## src/design/rbcb_pkg.sv

```systemverilog
// Package for the retry backoff circuit breaker.
// Holds beat structs, codes, reset values of the registers and the backoff unit handshake.
// No dependencies.
package rbcb_pkg;

  typedef struct packed {
    logic [2:0] mode;
    logic       attempt_ok;
  } in_beat_t;

  typedef struct packed {
    logic [2:0]  verdict;
    logic [15:0] wait_ms;
    logic [3:0]  retries_used;
    logic [1:0]  breaker_now;
    logic [7:0]  failures_now;
  } out_beat_t;

  typedef enum logic [2:0] {
    MODE_START   = 3'd0,
    MODE_OUTCOME = 3'd1,
    MODE_TICK    = 3'd2,
    MODE_RESET   = 3'd3,
    MODE_CONNECT = 3'd4
  } mode_e;

  typedef enum logic [2:0] {
    V_GRANTED   = 3'd0,
    V_REJECTED  = 3'd1,
    V_RETRY     = 3'd2,
    V_DONE      = 3'd3,
    V_EXHAUSTED = 3'd4,
    V_ACK       = 3'd5
  } verdict_e;

  typedef enum logic [1:0] {
    BRK_CLOSED = 2'd0,
    BRK_OPEN   = 2'd1,
    BRK_HALF   = 2'd2
  } brk_e;

  typedef enum logic [2:0] {
    REG_RETRY_LIMIT  = 3'd0,
    REG_FIRST_BO     = 3'd1,
    REG_GROWTH       = 3'd2,
    REG_BO_CAP       = 3'd3,
    REG_TRIP         = 3'd4,
    REG_RECOVERY     = 3'd5
  } reg_idx_e;

  localparam logic [3:0]  RstRetryLimit = 4'd3;
  localparam logic [15:0] RstFirstBo    = 16'd100;
  localparam logic [11:0] RstGrowth     = 12'd512;
  localparam logic [15:0] RstBoCap      = 16'd30000;
  localparam logic [7:0]  RstTrip       = 8'd5;
  localparam logic [15:0] RstRecovery   = 16'd120;

  typedef struct packed {
    logic       start;
    logic [3:0] steps;
  } bo_req_t;

  typedef struct packed {
    logic        done;
    logic [15:0] wait_ms;
  } bo_rsp_t;

endpackage

```

## src/design/rbcb_backoff.sv

```systemverilog
// Backoff unit: Q16.8 accumulator grown by a Q4.8 factor, capped.
// Bit-serial multiplier, one factor bit per cycle. Uses rbcb_pkg.
module rbcb_backoff (
  input  logic             clk_i,
  input  logic             rst_ni,
  input  rbcb_pkg::bo_req_t req_i,
  input  logic [15:0]      first_i,
  input  logic [11:0]      growth_i,
  input  logic [15:0]      cap_i,
  output rbcb_pkg::bo_rsp_t rsp_o
);
  import rbcb_pkg::*;

  typedef enum logic [3:0] {
    BO_IDLE = 4'b0001,
    BO_MUL  = 4'b0010,
    BO_CHK  = 4'b0100,
    BO_DONE = 4'b1000
  } bo_st_e;

  bo_st_e      st_q, st_d;
  logic [23:0] acc_q, acc_d;
  logic [35:0] prod_q, prod_d;
  logic [3:0]  bit_q, bit_d;
  logic [3:0]  steps_q, steps_d;

  always_comb begin
    st_d    = st_q;
    acc_d   = acc_q;
    prod_d  = prod_q;
    bit_d   = bit_q;
    steps_d = steps_q;
    case (st_q)
      BO_IDLE: begin
        if (req_i.start) begin
          acc_d   = {first_i, 8'h00};
          prod_d  = '0;
          bit_d   = 4'd11;
          steps_d = req_i.steps;
          st_d    = (req_i.steps == 4'd0) ? BO_DONE : BO_MUL;
        end
      end
      BO_MUL: begin
        prod_d = {prod_q[34:0], 1'b0} + (growth_i[bit_q] ? {12'b0, acc_q} : 36'b0);
        if (bit_q == 4'd0) begin
          st_d = BO_CHK;
        end else begin
          bit_d = bit_q - 4'd1;
        end
      end
      BO_CHK: begin
        if (prod_q[35:8] > {4'b0, cap_i, 8'h00}) begin
          acc_d = {cap_i, 8'h00};
          st_d  = BO_DONE;
        end else begin
          acc_d = prod_q[31:8];
          if (steps_q == 4'd1) begin
            st_d = BO_DONE;
          end else begin
            steps_d = steps_q - 4'd1;
            prod_d  = '0;
            bit_d   = 4'd11;
            st_d    = BO_MUL;
          end
        end
      end
      BO_DONE: st_d = BO_IDLE;
      default: st_d = BO_IDLE;
    endcase
  end

  always_ff @(posedge clk_i or negedge rst_ni) begin
    if (!rst_ni) begin
      st_q <= BO_IDLE;
    end else begin
      st_q <= st_d;
    end
  end

  always_ff @(posedge clk_i) begin
    acc_q   <= acc_d;
    prod_q  <= prod_d;
    bit_q   <= bit_d;
    steps_q <= steps_d;
  end

  assign rsp_o.done    = (st_q == BO_DONE);
  assign rsp_o.wait_ms = acc_q[23:8];

endmodule

```

## src/design/retry_backoff_circuit_breaker.sv

```systemverilog
// Retry guard with a closed/open/half-open circuit breaker and exponential backoff.
// Top level; uses rbcb_pkg and rbcb_backoff.
// Every event except a failed attempt with retries left gives its verdict in the cycle
// after it is taken. A retry verdict goes through the bit-serial backoff multiplier:
// one pass over the 12 factor bits plus a cap check for each earlier attempt,
// ending early once the cap is reached.
// One event is in work at a time; a finished beat waits in the output register.
module retry_backoff_circuit_breaker (
  input  logic                 clk_i,
  input  logic                 rst_ni,
  input  logic                 in_valid_i,
  output logic                 in_stall_o,
  input  rbcb_pkg::in_beat_t   in_data_i,
  output logic                 out_valid_o,
  input  logic                 out_stall_i,
  output rbcb_pkg::out_beat_t  out_data_o,
  input  logic                 cfg_we_i,
  input  logic [2:0]           cfg_index_i,
  input  logic [15:0]          cfg_data_i
);
  import rbcb_pkg::*;

  typedef enum logic [2:0] {
    ST_IDLE = 3'b001,
    ST_CALC = 3'b010,
    ST_EMIT = 3'b100
  } st_e;

  st_e         st_q;
  logic [3:0]  limit_q;
  logic [15:0] first_q;
  logic [11:0] growth_q;
  logic [15:0] cap_q;
  logic [7:0]  trip_q;
  logic [15:0] recov_q;

  brk_e        brk_q, brk_d;
  logic [7:0]  fail_q, fail_d;
  logic [15:0] ssf_q, ssf_d;
  logic [3:0]  att_q, att_d;
  logic        op_q, op_d;

  out_beat_t   out_q;
  logic        out_valid_q;
  out_beat_t   res;
  logic        is_retry;
  logic        slot_free;
  logic        accept;
  logic [7:0]  fail_1;
  logic [7:0]  fail_2;

  bo_req_t     bo_req;
  bo_rsp_t     bo_rsp;

  assign slot_free  = !out_valid_q || !out_stall_i;
  assign in_stall_o = !((st_q == ST_IDLE) && slot_free);
  assign accept     = in_valid_i && !in_stall_o;

  assign fail_1 = (fail_q == 8'hFF) ? fail_q : fail_q + 8'd1;
  assign fail_2 = (fail_1 == 8'hFF) ? fail_1 : fail_1 + 8'd1;

  always_comb begin
    brk_d    = brk_q;
    fail_d   = fail_q;
    ssf_d    = ssf_q;
    att_d    = att_q;
    op_d     = op_q;
    is_retry = 1'b0;
    res      = '0;
    res.verdict = V_ACK;
    case (in_data_i.mode)
      MODE_START: begin
        if (brk_q == BRK_OPEN && ssf_q < recov_q) begin
          res.verdict = V_REJECTED;
        end else begin
          if (brk_q == BRK_OPEN) begin
            brk_d = BRK_HALF;
          end
          op_d        = 1'b1;
          att_d       = 4'd0;
          res.verdict = V_GRANTED;
        end
      end
      MODE_OUTCOME: begin
        if (op_q) begin
          if (in_data_i.attempt_ok) begin
            if (brk_q == BRK_HALF) begin
              brk_d = BRK_CLOSED;
            end
            fail_d           = 8'd0;
            res.retries_used = att_q;
            op_d             = 1'b0;
            res.verdict      = V_DONE;
          end else begin
            ssf_d = 16'd0;
            if (att_q < limit_q) begin
              fail_d      = fail_1;
              att_d       = att_q + 4'd1;
              is_retry    = 1'b1;
              res.verdict = V_RETRY;
            end else begin
              fail_d = fail_2;
              if (fail_2 >= trip_q) begin
                brk_d = BRK_OPEN;
              end
              res.retries_used = att_q;
              op_d             = 1'b0;
              res.verdict      = V_EXHAUSTED;
            end
          end
        end
      end
      MODE_TICK: begin
        if (ssf_q != 16'hFFFF) begin
          ssf_d = ssf_q + 16'd1;
        end
      end
      MODE_RESET, MODE_CONNECT: begin
        brk_d  = BRK_CLOSED;
        fail_d = 8'd0;
      end
      default: ;
    endcase
    res.breaker_now  = brk_d;
    res.failures_now = fail_d;
  end

  assign bo_req.start = accept && is_retry;
  assign bo_req.steps = att_q;

  rbcb_backoff u_backoff (
    .clk_i    (clk_i),
    .rst_ni   (rst_ni),
    .req_i    (bo_req),
    .first_i  (first_q),
    .growth_i (growth_q),
    .cap_i    (cap_q),
    .rsp_o    (bo_rsp)
  );

  always_ff @(posedge clk_i or negedge rst_ni) begin
    if (!rst_ni) begin
      limit_q  <= RstRetryLimit;
      first_q  <= RstFirstBo;
      growth_q <= RstGrowth;
      cap_q    <= RstBoCap;
      trip_q   <= RstTrip;
      recov_q  <= RstRecovery;
    end else if (cfg_we_i) begin
      case (cfg_index_i)
        REG_RETRY_LIMIT: limit_q  <= cfg_data_i[3:0];
        REG_FIRST_BO:    first_q  <= cfg_data_i;
        REG_GROWTH:      growth_q <= cfg_data_i[11:0];
        REG_BO_CAP:      cap_q    <= cfg_data_i;
        REG_TRIP:        trip_q   <= cfg_data_i[7:0];
        REG_RECOVERY:    recov_q  <= cfg_data_i;
        default: ;
      endcase
    end
  end

  always_ff @(posedge clk_i or negedge rst_ni) begin
    if (!rst_ni) begin
      st_q        <= ST_IDLE;
      brk_q       <= BRK_CLOSED;
      fail_q      <= 8'd0;
      ssf_q       <= 16'hFFFF;
      att_q       <= 4'd0;
      op_q        <= 1'b0;
      out_valid_q <= 1'b0;
    end else begin
      if (accept) begin
        brk_q  <= brk_d;
        fail_q <= fail_d;
        ssf_q  <= ssf_d;
        att_q  <= att_d;
        op_q   <= op_d;
      end
      case (st_q)
        ST_IDLE: begin
          if (accept) begin
            if (is_retry) begin
              st_q        <= ST_CALC;
              out_valid_q <= out_valid_q && out_stall_i;
            end else begin
              out_valid_q <= 1'b1;
            end
          end else if (out_valid_q && !out_stall_i) begin
            out_valid_q <= 1'b0;
          end
        end
        ST_CALC: begin
          if (bo_rsp.done) begin
            st_q <= ST_EMIT;
          end
          if (out_valid_q && !out_stall_i) begin
            out_valid_q <= 1'b0;
          end
        end
        ST_EMIT: begin
          if (slot_free) begin
            out_valid_q <= 1'b1;
            st_q        <= ST_IDLE;
          end
        end
        default: st_q <= ST_IDLE;
      endcase
    end
  end

  always_ff @(posedge clk_i) begin
    if (st_q == ST_IDLE && accept && !is_retry) begin
      out_q <= res;
    end else if (st_q == ST_EMIT && slot_free) begin
      out_q.verdict      <= V_RETRY;
      out_q.wait_ms      <= bo_rsp.wait_ms;
      out_q.retries_used <= 4'd0;
      out_q.breaker_now  <= brk_q;
      out_q.failures_now <= fail_q;
    end
  end

  assign out_valid_o = out_valid_q;
  assign out_data_o  = out_q;

endmodule
```

## config.mk

```make
export PLATFORM = sky130hd
export DESIGN_NAME = retry_backoff_circuit_breaker
export DESIGN_NICKNAME = d
export VERILOG_FILES = /design/src/design/rbcb_pkg.sv /design/src/design/rbcb_backoff.sv /design/src/design/retry_backoff_circuit_breaker.sv
export SDC_FILE = /design/constraint.sdc
export NUM_CORES = 1
export LEC_CHECK = 0
export ABC_AREA = 0
export BUFFER_PORTS_ARGS = -buffer_cell sky130_fd_sc_hd__buf_2
export CAP_MARGIN = 20
export CORE_ASPECT_RATIO = 1.1
export CORE_MARGIN = 2
export CORE_UTILIZATION = 30
export DETAILED_ROUTE_END_ITERATION = 8
export PLACE_DENSITY = 0.53
export SYNTH_ARGS = -nofsm -noshare
export SYNTH_HDL_FRONTEND = slang
export SYNTH_SLANG_ARGS = --single-unit
```

## constraint.sdc

```tcl
create_clock -name clk_i -period 5.25 [get_ports clk_i]
set_input_delay 0.2625 -clock clk_i [delete_from_list [all_inputs] [get_ports clk_i]]
set_output_delay 0.2625 -clock clk_i [all_outputs]
set_load 0.05 [all_outputs]
```

==> results.sh, run 1 <==
export IMPL_critical_path_max_fanout=11
export IMPL_rsz0062_at_grt="false"
export IMPL_vias_per_cell=5.21
export IMPL_hp_class="in2reg"
export IMPL_hpwl_um=22900
export IMPL_worst_path_dominant_cell_family="compound AO/OA/AOI/OAI gates"
export IMPL_finalMaxSlewViolations=0
export IMPL_power_switching_mw=1.21
export IMPL_min_path_cells=2
export IMPL_cp_arrival_ps=4900
export IMPL_dp_cells=1764
export IMPL_syn_area_um2=12200
export IMPL_total_power_mw=4.35
export IMPL_pwr_share_comb_pct=15.7
export IMPL_cpMostUsedCell="ha_1"
export IMPL_cp_startpoint="fail_q[0]$_DFFE_PN0P_"
export IMPL_cts_tree="done"
export IMPL_ys_seq_elements=212
export IMPL_drive_above_1_share_pct=17.6
export IMPL_synth_top_cell_by_area="edfxtp_1"
export IMPL_syn_area_per_cell_um2=9.97
export IMPL_gr_total_overflow=0
export IMPL_setup_viol=0
export IMPL_grt_first_pass_wirelength_um=51700
export IMPL_die_area_um2=42400
export IMPL_clk_pin_slew_ps=60
export IMPL_num_io_pins=63
export IMPL_hold_path_startpoint="cfg_data_i[11]"
export IMPL_max_cap_viol_count=0
export IMPL_row_count=77
export IMPL_r2r_end="out_data_o[9]$_DFFE_PP_"
export IMPL_grtUsageTotal_pct=15.2
export IMPL_cts_setup_buffers=0
export IMPL_htree_levels=1
export IMPL_syn_num_nets=1327
export IMPL_final_hold_viol_count=0
export IMPL_r2r_start="fail_q[0]$_DFFE_PN0P_"
export IMPL_first_iter_violations=762
export IMPL_layout_nets=1386
export IMPL_start_util_pct=30.4
export IMPL_fin_area_um2=13900
export IMPL_p_per_area_nw_per_um2=312
export IMPL_relSlewSlack_pct=28.6
export IMPL_port_buffers=62
export IMPL_seq_power_share_pct=46.1
export IMPL_final_common_cell="nand2_1"
export IMPL_postPlaceCellArea_um2=13100
export IMPL_max_freq_ghz=0.217
export IMPL_clockBufferDepth=3
export IMPL_p_leak_nw=5.66
export IMPL_worstMarginPinSlew_ps=1070
export IMPL_coreArea_um2=40200
export IMPL_ys_seq_area_share_pct=46.6
export IMPL_synth_top_cells_by_area="edfxtp_1 21%, dfrtp_1 15%, dfstp_2 8.0%, ha_1 7.5%, mux2_2 5.9%"
export IMPL_netlist_cell_type_count=78
export IMPL_ant_nets=0
export IMPL_vias=9462
export IMPL_cpPeakStageDelay_ps=520
export IMPL_clock_latency_ps=560
export IMPL_fin_crit_sh_pct=87.7
export IMPL_status="completed"
export IMPL_drt_wl_total_um=31700
export IMPL_min_period_ps=4600
export IMPL_finalNonFillerCells=1817
export IMPL_grt_max_degree=75
export IMPL_worstPathRequired_ps=5540
export IMPL_layout_common_cells="119 x nand2_1, 100 x nor2_1, 99 x o21ai_0, 85 x edfxtp_1, 74 x dfrtp_1"
export IMPL_syn_to_final_growth_pct=14.0
export IMPL_antenna_found_initial=1
export IMPL_wl_per_cell_um=17.5
export IMPL_routabilityCongestion=0.822
export IMPL_vdd_drop_max_mv=0.200
export IMPL_path_buf_inv=1
export IMPL_synth_top_area_share_pct=20.9
export IMPL_worstPathCellList="ha_1, nand3_1, nor2_1, xnor2_1, ha_1, inv_1, a211oi_1, nand4_1, a32oi_1, xnor2_1, ha_1, nand3_1, o211a_1, a221oi_2, a21oi_1, o311a_1"
export IMPL_synth_edf_count=85
export IMPL_critPathCaptureType="flip-flop"
export IMPL_numClockSinks=212
export IMPL_fin_skew_ps=18.8
export IMPL_tns_ps=0
export IMPL_grt_pass1_vias=9449
export IMPL_drt_first_pass_iters=5
export IMPL_clockPowerShare_pct=38.1
export IMPL_root_buffer="clkbuf_16"
export IMPL_synth_warnings=0
export IMPL_rrSetupSlack_ps=650
export IMPL_crit_path_top_delay_cell="dfrtp_1"
export IMPL_intPower_mw=3.13
export IMPL_swShare_pct=27.9
export IMPL_holdPathEnd="cap_q[11]$_DFFE_PN0P_"
export IMPL_reg2reg_depth=16
export IMPL_synth_ff_type="edfxtp_1"
export IMPL_die_h_um=216
export IMPL_numCtsBuffers=25
export IMPL_critPathKind="reg2reg"
export IMPL_async_flop_share_pct=52.4
export IMPL_die_w_um=196
export IMPL_syn_inst=1225
export IMPL_start_kind="flip-flop"
export IMPL_drc=0
-- flip-flops by register name (all words and copies together) (netlist names), 3 cells and up --
name	flops
trip_q	8
growth_q	12
ssf_q	16
att_q	4
limit_q	4
cap_q	16
out_data_o	33
u_backoff.bit_q	4
recov_q	16
u_backoff.st_q	4
u_backoff.steps_q	4
fail_q	8
u_backoff.prod_q	36
first_q	16
st_q	3
u_backoff.acc_q	24
-- cells by family (layout without fill, tap and decap cells) --
family                   Yosys count  after routing  share of synthesized area, %
AND/OR/NAND/NOR                  414            414                          16.5
flip-flops                       212            212                          46.6
other                              0              1                             0
adder cells (fa/ha/maj)           74             74                          7.64
multiplexers                      80             80                          7.52
AO/OA/AOI/OAI                    294            294                          15.5
buffers and inverters            117            195                          3.79
XOR/XNOR                          34             34                          2.44
-- cell type report --
class	count	area [µm²]
fill	4013	26200
multi-input combinational	896	6090
sequential	212	5700
clock buffer	40	722
tap	513	642
timing repair buffer	83	485
inverter	66	248
clock inverter	6	46.3
antenna	1	2.50
-- per-layer routing --
layer | track usage (%) | wire, µm | part of all wire [%]
met1 | 19.7 | 14200 | 45
met2 | 25.7 | 15100 | 48
met3 | 1.78 | 1250 | 3.9
met4 | 5.81 | 1130 | 3.5
met5 | 0 | 0 | 0
-- worst max-delay path by stage --
stage	to	cells past startpoint
2_1_floorplan	u_backoff.prod_q[0]$_SDFFCE_PN0P_	10
4_1_cts	out_data_o[9]$_DFFE_PP_	16
5_1_grt	out_data_o[9]$_DFFE_PP_	16
3_3_place_gp	out_data_o[9]$_DFFE_PP_	16
6_report	out_data_o[9]$_DFFE_PP_	16
3_5_place_dp	out_data_o[9]$_DFFE_PP_	16
-- synth_stat cells, types with 10 or more instances --
library cell	number
a211oi_1	11
mux2_2	64
nor2_1	100
nand2b_1	14
ha_1	73
nand4_1	16
mux2i_1	13
nand3_1	45
o21ai_0	100
nand2_1	119
edfxtp_1	85
xnor2_1	24
a31oi_1	21
and2_1	44
clkbuf_1	40
dfstp_2	37
and3_1	11
xor2_1	10
dfrtp_1	74
dfxtp_1	16
nor3_1	20
inv_1	66
a21oi_1	56
a21o_1	17
-- power groups by stage --
stage / Clock, mW / Combinational, mW / Sequential (mW)
after floorplan: 0 / 0.465 / 2.03
after global placement: 0 / 0.668 / 2.03
after detailed placement: 0 / 0.678 / 2.04
after CTS: 1.71 / 0.689 / 2.01
after global routing: 1.77 / 0.778 / 2.03
final: 1.66 / 0.684 / 2.01
-- worst register-to-register path: stages, from the launching register on --
cell      delay, ps
dfrtp_1         520
ha_1            400
nand3_1         200
nor2_1          220
xnor2_1         240
ha_1            290
inv_1            50
a211oi_1        340
nand4_1         240
a32oi_1         280
xnor2_1         110
ha_1            340
nand3_1          80
o211a_1         220
a221oi_2        320
a21oi_1         150
o311a_1         350
-- stage by stage --
step	setup slack (ps)	hold slack [ps]	util, %
2_1_floorplan	901	-33.1	-
3_3_place_gp	726	445	32.6
3_5_place_dp	580	454	32.6
4_1_cts	546	10.9	34.7
5_1_grt	89.9	26.1	34.7
6_report	646	30.6	34.7
-- what timing repair did --
item                                    in CTS  in global routing
hold buffers                                 6                  0
endpoints found under the setup margin       0                  2
endpoints found under the hold margin       58                  0
resized for setup                            0                  1
(Power assumes the default switching activity.)
==> run 2, diff against run 1 <==
==> constraint.sdc (replaced) <==
create_clock -name clk_i -period 5.25 [get_ports clk_i]
set_input_delay 1.3125 -clock clk_i [delete_from_list [all_inputs] [get_ports clk_i]]
set_output_delay 1.3125 -clock clk_i [all_outputs]
set_load 0.05 [all_outputs]
==> run 2 against run 1 <==
  * Power shrank 2.2%
  * Non-clock buffer count decreased by 3
  * Clock power is 5% lower
  * Critical path depth stayed put
  * Maximum frequency is 3.4% lower
  * First-iteration DRC count is 15% lower
  * Core utilization is 0.24 points lower
  * Combinational power shrank 2%
  * Routed wire length down 2.3%
  * Sequential power about the same
==> results.sh, run 2 (synthesized netlist as in run 1, its figures left out) <==
export IMPL_finalMaxSlewViolations=0
export IMPL_grt_first_pass_wirelength_um=50600
export IMPL_postPlaceCellArea_um2=13100
export IMPL_hpwl_um=22800
export IMPL_clock_latency_ps=530
export IMPL_hold_slack_ps=456
export IMPL_numCtsBuffers=24
export IMPL_reg2reg_depth=16
export IMPL_antenna_found_initial=0
export IMPL_worstMarginPinSlew_ps=968
export IMPL_first_iter_violations=650
export IMPL_layout_common_cells="119 x nand2_1, 100 x nor2_1, 99 x o21ai_0, 85 x edfxtp_1, 74 x dfrtp_1"
export IMPL_drive_above_1_share_pct=17.4
export IMPL_min_period_ps=4770
export IMPL_cts_setup_buffers=0
export IMPL_port_buffers=62
export IMPL_cpPeakStageDelay_ps=520
export IMPL_clk_pin_slew_ps=60
export IMPL_status="completed"
export IMPL_dp_cells=1767
export IMPL_regMostFlops="u_backoff.prod_q"
export IMPL_gr_total_overflow=0
export IMPL_wl_per_cell_um=17.1
export IMPL_fin_skew_ps=11.5
export IMPL_die_w_um=196
export IMPL_row_count=77
export IMPL_holdPathEnd="out_data_o[14]$_SDFFE_PP0P_"
export IMPL_max_cap_viol_count=0
export IMPL_largest_reg_flops=36
export IMPL_cp_arrival_ps=5040
export IMPL_tns_ps=0
export IMPL_place_ws_ps=502
export IMPL_layout_nets=1382
export IMPL_rrSetupSlack_ps=480
export IMPL_grt_pass1_vias=9166
export IMPL_critPathCaptureType="flip-flop"
export IMPL_total_power_mw=4.25
export IMPL_setup_viol=0
export IMPL_start_util_pct=30.4
export IMPL_start_kind="flip-flop"
export IMPL_coreArea_um2=40200
export IMPL_min_path_cells=2
export IMPL_p_leak_nw=5.62
export IMPL_final_common_cell="nand2_1"
export IMPL_clockBufferDepth=3
export IMPL_num_io_pins=63
export IMPL_r2r_start="fail_q[0]$_DFFE_PN0P_"
export IMPL_drt_first_pass_iters=5
export IMPL_r2r_end="out_data_o[9]$_DFFE_PP_"
export IMPL_layout_setup_ws_ps=484
export IMPL_p_per_area_nw_per_um2=307
export IMPL_fin_util_pct=34.4
export IMPL_antenna_cells=0
export IMPL_finalNonFillerCells=1811
export IMPL_fillers=4009
export IMPL_hold_buffers=0
export IMPL_max_freq_ghz=0.210
export IMPL_relSlewSlack_pct=35.2
export IMPL_fin_area_um2=13800
export IMPL_cpMostUsedCell="ha_1"
export IMPL_hold_path_startpoint="out_data_o[14]$_SDFFE_PP0P_"
export IMPL_vdd_drop_max_mv=0.273
export IMPL_die_h_um=216
export IMPL_worstPathRequired_ps=5530
export IMPL_post_cts_resized=0
export IMPL_vias_per_cell=5.14
export IMPL_worstPathCellList="ha_1, nand3_1, nor2_1, xnor2_1, ha_1, inv_1, a211oi_1, nand4_1, a32oi_1, xnor2_1, ha_1, nand3_1, o211a_1, a221oi_1, a21oi_1, o311a_1"
export IMPL_hp_class="reg2reg"
export IMPL_fin_crit_sh_pct=90.8
export IMPL_critical_path_max_fanout=11
export IMPL_cts_tree="done"
export IMPL_root_buffer="clkbuf_16"
export IMPL_die_area_um2=42400
export IMPL_crit_path_top_delay_cell="dfrtp_1"
export IMPL_grt_max_degree=44
export IMPL_routabilityCongestion=0.813
export IMPL_drc=0
export IMPL_htree_levels=1
export IMPL_syn_to_final_growth_pct=13.2
export IMPL_final_hold_viol_count=0
export IMPL_drt_wl_total_um=31000
export IMPL_ant_nets=0
export IMPL_grtUsageTotal_pct=14.8
export IMPL_numClockSinks=212
export IMPL_rsz0062_at_grt="false"
export IMPL_critPathKind="reg2reg"
export IMPL_vias=9315
==> run 2: cell types whose count changed in the layout (fill, tap and decap cells not counted), moves of 2 or more <==
cell           previous run  this run
buf_4                    16        19
clkbuf_1                 11        15
clkbuf_8                  4         2
dlygate4sd3_1             6         0
==> run 2: worst max-delay path by stage <==
stage,from,to
2_1_floorplan,out_stall_i,u_backoff.prod_q[0]$_SDFFCE_PN0P_
5_1_grt,fail_q[0]$_DFFE_PN0P_,out_data_o[9]$_DFFE_PP_
3_5_place_dp,fail_q[0]$_DFFE_PN0P_,out_data_o[9]$_DFFE_PP_
4_1_cts,fail_q[0]$_DFFE_PN0P_,out_data_o[9]$_DFFE_PP_
6_report,fail_q[0]$_DFFE_PN0P_,out_data_o[9]$_DFFE_PP_
3_3_place_gp,fail_q[0]$_DFFE_PN0P_,out_data_o[9]$_DFFE_PP_
==> run 2: report_power, final <==
group	internal, mW	switching [mW]	leakage, nW
Clock	0.909	0.669	0.348
Sequential	1.90	0.0999	2.17
Combinational	0.286	0.386	3.11
==> run 2: final cells by class <==
class / count / area, µm² / share of cell area [%]
well taps: 513 / 642 / 4.64
multi-input cells: 896 / 6080 / 44.0
flip-flops and latches: 212 / 5700 / 41.2
clock inverters: 2 / 10.0 / 0.0723
inverters: 66 / 248 / 1.79
clock buffers: 42 / 709 / 5.13
repair buffers: 80 / 448 / 3.24
==> run 2: critical path, delay by kind of cell, from the launching register on <==
family,cells,cell delay (ps)
fa+ha+maj,3,1040
compound gates,6,1780
flops,1,520
simple gates,4,750
xor+xnor,2,390
buf+inv,1,50
==> run 2: routing by layer <==
metal / track usage [%] / wire (µm)
met5: 0 / 0
met4: 4.97 / 848
met3: 1.78 / 1130
met2: 25.1 / 14900
met1: 19.6 / 14100
